--- src/sv/psa_ram.sv ---
module psa_ram #(
	parameter int W     = 8,
	parameter int DEPTH = 64
) (
	input  logic                     clk,
	input  logic                     we,
	input  logic [$clog2(DEPTH)-1:0] waddr,
	input  logic [W-1:0]             wdata,
	input  logic [$clog2(DEPTH)-1:0] raddr,
	output logic [W-1:0]             rdata
);

	logic [W-1:0] mem [DEPTH];

	always_ff @(posedge clk) begin
		if (we) begin
			mem[waddr] <= wdata;
		end
	end

	always_ff @(posedge clk) begin
		rdata <= mem[raddr];
	end

endmodule

--- config.mk ---
export PLATFORM = sky130hd
export DESIGN_NAME = psa_ram
export DESIGN_NICKNAME = d
export VERILOG_FILES = /design/src/sv/psa_ram.sv
export SDC_FILE = /design/constraint.sdc
export NUM_CORES = 1
export LEC_CHECK = 0
export BUFFER_PORTS_ARGS = -buffer_cell sky130_fd_sc_hd__buf_4
export CAP_MARGIN = 20
export CORE_MARGIN = 8
export CORE_UTILIZATION = 38
export DETAILED_ROUTE_END_ITERATION = 8
export PLACE_DENSITY = 0.51
export SYNTH_ARGS = -nofsm -noshare
export SYNTH_HDL_FRONTEND = slang
export SYNTH_SLANG_ARGS = --single-unit
--- constraint.sdc ---
create_clock -name clk -period 2.3 [get_ports clk]
set_clock_uncertainty 0.2 [all_clocks]
set_input_delay 0 -clock clk [delete_from_list [all_inputs] [get_ports clk]]
set_output_delay 0 -clock clk [all_outputs]
set_load 0.1 [all_outputs]
After elaboration in Yosys (flattened, before gate mapping)
Memory sizes are Yosys's and may differ from the RTL's. A register that Yosys moved wholly into a read port is not among the register bits.
Index checks and enable logic that the tools add are counted.

storage, ports and cells
  bits in writable memories = 512
  register bits = 0
  memories kept = 1
  logic and storage cells = 3

operators by class
  muxes and demuxes = 2

memory list
  name  depth  bits a word  read ports  clocked after memory_dff  write ports  line  RTL
  mem   64     8            1           1                         1            13    logic [W-1:0] mem [DEPTH];

operators by type and width
  operator  number
  $mux W1   2

Longest topological paths before layout
  word-level depth = 2
  depth in mapped cells = 9

Worst setup path before layout
OpenSTA, ideal clock, no wires.

  path type = register -> register
  start = memory mem[29][4]
  end = register rdata[4] (read register of mem)
  arrival = 1,560 ps
  cell stages (with the launch flop) = 6
  path buffers = 0
  setup slack = 408 ps
  cell sequence = edfxtp_1 mux4_2 mux2_2 o221a_2 nor3_1 o32ai_1

RTL lines
  what                line  RTL
  start: declaration  13
  end: declaration    10    output logic [W-1:0] rdata

Final worst setup path
  start = input waddr[1]
  end = memory mem[52][4], enable pin

RTL lines
  what                line  RTL
  start: declaration  7     input logic [$clog2(DEPTH)-1:0] waddr,

Straight into the memory's write port.

==> results.md <==
- Gp weighted congestion: between 0.7 and 0.8
- End of the critical path: mem[52][4]$_DFFE_PP_
- Syn Area/Cell: approximately 21 sq um
- Dpl hpwl: 29,300 um
- Startpoint types: primary input
- Clock sink count: 520
- GR Overflow Total: 0
- Reg2reg end: rdata[1]$_DFF_P_
- Layout area overhead: 18.0%
- Mapped Nets: around 960
- Final core occ: 45.3%
- Via Count: 9,806
- Ys flop type: edfxtp_1
- Fmax: approximately 440 MHz
- EDFF count, synth: just over 500
- Row count: 84
- DIE AREA: 60,700 sq um
- Leak pwr: between 7 and 8 nW
- IO Pins: 30
- Area contributors post-synth: edfxtp_1 (76%), mux4_2 (14%), nor2_1 (1.5%), mux2i_1 (1.1%), dfxtp_1 (0.79%)
- Avg Vias per Cell: about 5.3
- Slew headroom: just over 50%
- Critical path endpoint category: flop
- RSZ-0062 raised after global routing: false
- Setup bufs post-CTS: 0
- Largest net degree at the start of global routing: 65
- Synth cell count leaders: edfxtp_1 (512), mux4_2 (126), nor2_1 (83)
- Worst-Margin Slew: between 0.7 and 0.8 ns
- Met2 usage in global routing: between 20% and 30%
- Placed cell area: approximately 22,000 sq um
- Post-Syn Area: 20,200 sq um
- Netlist cell types: 40
- Met1 Track Usage GR: 22.4%
- Crit path kind: primary input to flop
- Die W: roughly 250 um
- 1st-pass router iterations: 5
- Synth top area share: 76.2%
- Antenna viol nets, final: 0
- Number of CTS-inserted buffers: 53
- Initial antenna violation count: 0
- Run status: finished, final reports clean
- CTS root buf: clkbuf_16
- Tmin final: 2.26 ns
- Post-route cell area: ~24,000 sq um
- Core footprint: approximately 53,000 sq um
- VDD IR-drop max: around 590 uV
- H-tree depth: 2
- Setup violations, final: 0
- FFs w/ async S/R, synth: 0%
- Critical path arrival: between 2 and 2.5 ns
- Final hold viol count: 0
- Reg-to-reg slack, setup: ~0.070 ns
- Most used routing layer: met2
- Die Y: around 250 um
- Final Slew Violations: 0
- RR Startpoint: mem[15][1]$_DFFE_PP_
- Pwr Total: roughly 20 mW
- Crit Path Max Fanout: 10
- GR Layer Usage met3: 2.82%
- Max clock buf depth: 3
- Number of DRC markers in iteration 0: roughly 800
- Synthesis warning total: 0
- Seq/Total Area, Yosys: between 70 and 80%
- Nets@finish: about 1,100
- Initial Utilization: 38.4%
- Count leader, synth: edfxtp_1
- HP Class: primary input to flop
- R2R depth: 5
- Total track usage: between 10% and 20%
- DRC violations left: 0
- Vias in the first global route: between 10,000 and 15,000
- Power Density: 845 nW/um^2
- CP startpoint: waddr[1]
- Critical Path RT: between 2 and 2.5 ns
- First-pass GRT wire length: 70,300 um
- Worst-path clk slew: roughly 0.060 ns
- Post-synthesis register bit count: 520
- Final WL: about 47,000 um
- Layout cell share with drive strength beyond 1: 30.8%
- Tcrit/Tclk final: a little under 100%
- Cell taking the most area after synthesis: edfxtp_1
- Worst skew pair latency: 0.58 ns
- Maxcap violations: 0
- PortBufs: 29
- Gate count of the mapped netlist: 940
- CTS tree: yes
- DR WL/cell: between 20 and 30 um
- ANT cells: 0
worst min-delay path by stage:
stage	from	end	slack [ns]	cells after the start
2_1_floorplan	wdata[0]	mem[0][0]$_DFFE_PP_	-0.10	0
3_3_place_gp	raddr[5]	rdata[4]$_DFF_P_	0.21	3
3_5_place_dp	raddr[5]	rdata[3]$_DFF_P_	0.22	2
4_1_cts	raddr[1]	rdata[2]$_DFF_P_	0.06	5
5_1_grt	raddr[2]	rdata[5]$_DFF_P_	0.10	5
6_report	raddr[1]	rdata[1]$_DFF_P_	0.08	5
final cells by class:
class                   instances  area, sq um
flip-flops and latches        520        15500
multi-input cells             369         4320
fillers                      4472        28700
clock buffers                  59         1350
well taps                     688          861
clock inverters                35          333
repair buffers                168         1410
timing repair:
action | 4_1_cts | 5_1_grt
hold buffers | 22 | 0
endpoints found under the hold margin | 654 | 0
gates resized for setup | 0 | 0
cells in the final DEF (no fill, tap or decap), types with 4 or more instances in the layout:
| cell type | instances |
|---|---|
| edfxtp_1 | 512 |
| buf_4 | 138 |
| mux4_2 | 126 |
| nor2_1 | 83 |
| clkbuf_16 | 53 |
| mux2i_1 | 23 |
| dlygate4sd3_1 | 22 |
| clkinv_1 | 20 |
| nand2_1 | 19 |
| nor2b_1 | 14 |
| mux2_2 | 13 |
| nand3_1 | 13 |
| o221ai_1 | 8 |
| o22ai_1 | 8 |
| dfxtp_1 | 8 |
| nand2b_1 | 7 |
| nor3_1 | 7 |
| bufinv_16 | 7 |
| buf_12 | 7 |
| a221oi_1 | 6 |
| clkbuf_1 | 6 |
| clkinv_2 | 5 |
| a211oi_1 | 4 |
registers in the layout, indices dropped and copies added (netlist names):
register  cells
mem         512
rdata         8
report_power, final:
part	internal (mW)	leakage [nW]	total (mW)	switching [mW]
combinational	0.450	2.15	1.20	0.749
sequential	10.5	4.67	10.5	0.0312
clock	4.96	0.810	8.40	3.44
total	15.9	7.64	20.1	4.22
worst max-delay path: stages:
cell and delay, ns:
dlygate4sd3_1 0.54, buf_4 0.18, nand2b_1 0.15, dlygate4sd3_1 0.58
nor2_1 0.09, dlygate4sd3_1 0.60, buf_4 0.19
logic make-up (layout without fill, tap and decap cells):
group / count (synthesis) / in the layout / share of synthesized area (%)
muxes: 162 / 162 / 15.9
AOI/OAI and AO/OA: 54 / 54 / 2.07
DFF: 520 / 520 / 77.0
and+or+nand+nor: 153 / 153 / 3.39
buffers and inverters: 51 / 262 / 1.57
per-stage QoR:
stage | hold WS (ns) | std cells | TNS, ns | setup WS [ns]
3_3_place_gp | 0.212 | 1723 | -0.512 | -0.152
2_1_floorplan | -0.101 | 940 | 0 | 0.408
3_5_place_dp | 0.216 | 1723 | -0.458 | -0.129
6_report | 0.0829 | 1839 | 0 | 0.0437
4_1_cts | 0.0576 | 1839 | 0 | 0.0852
5_1_grt | 0.104 | 1839 | 0 | 0.0111
routing by layer:
metal,wire length [um],up-vias,part of all wire (%)
met5,0,-,0
met4,1200,0,2.5
met3,2530,72,5.3
met2,22500,269,47
met1,21100,5182,45
li1,-,4283,-
No activity file was read; power rests on OpenSTA's default activity.
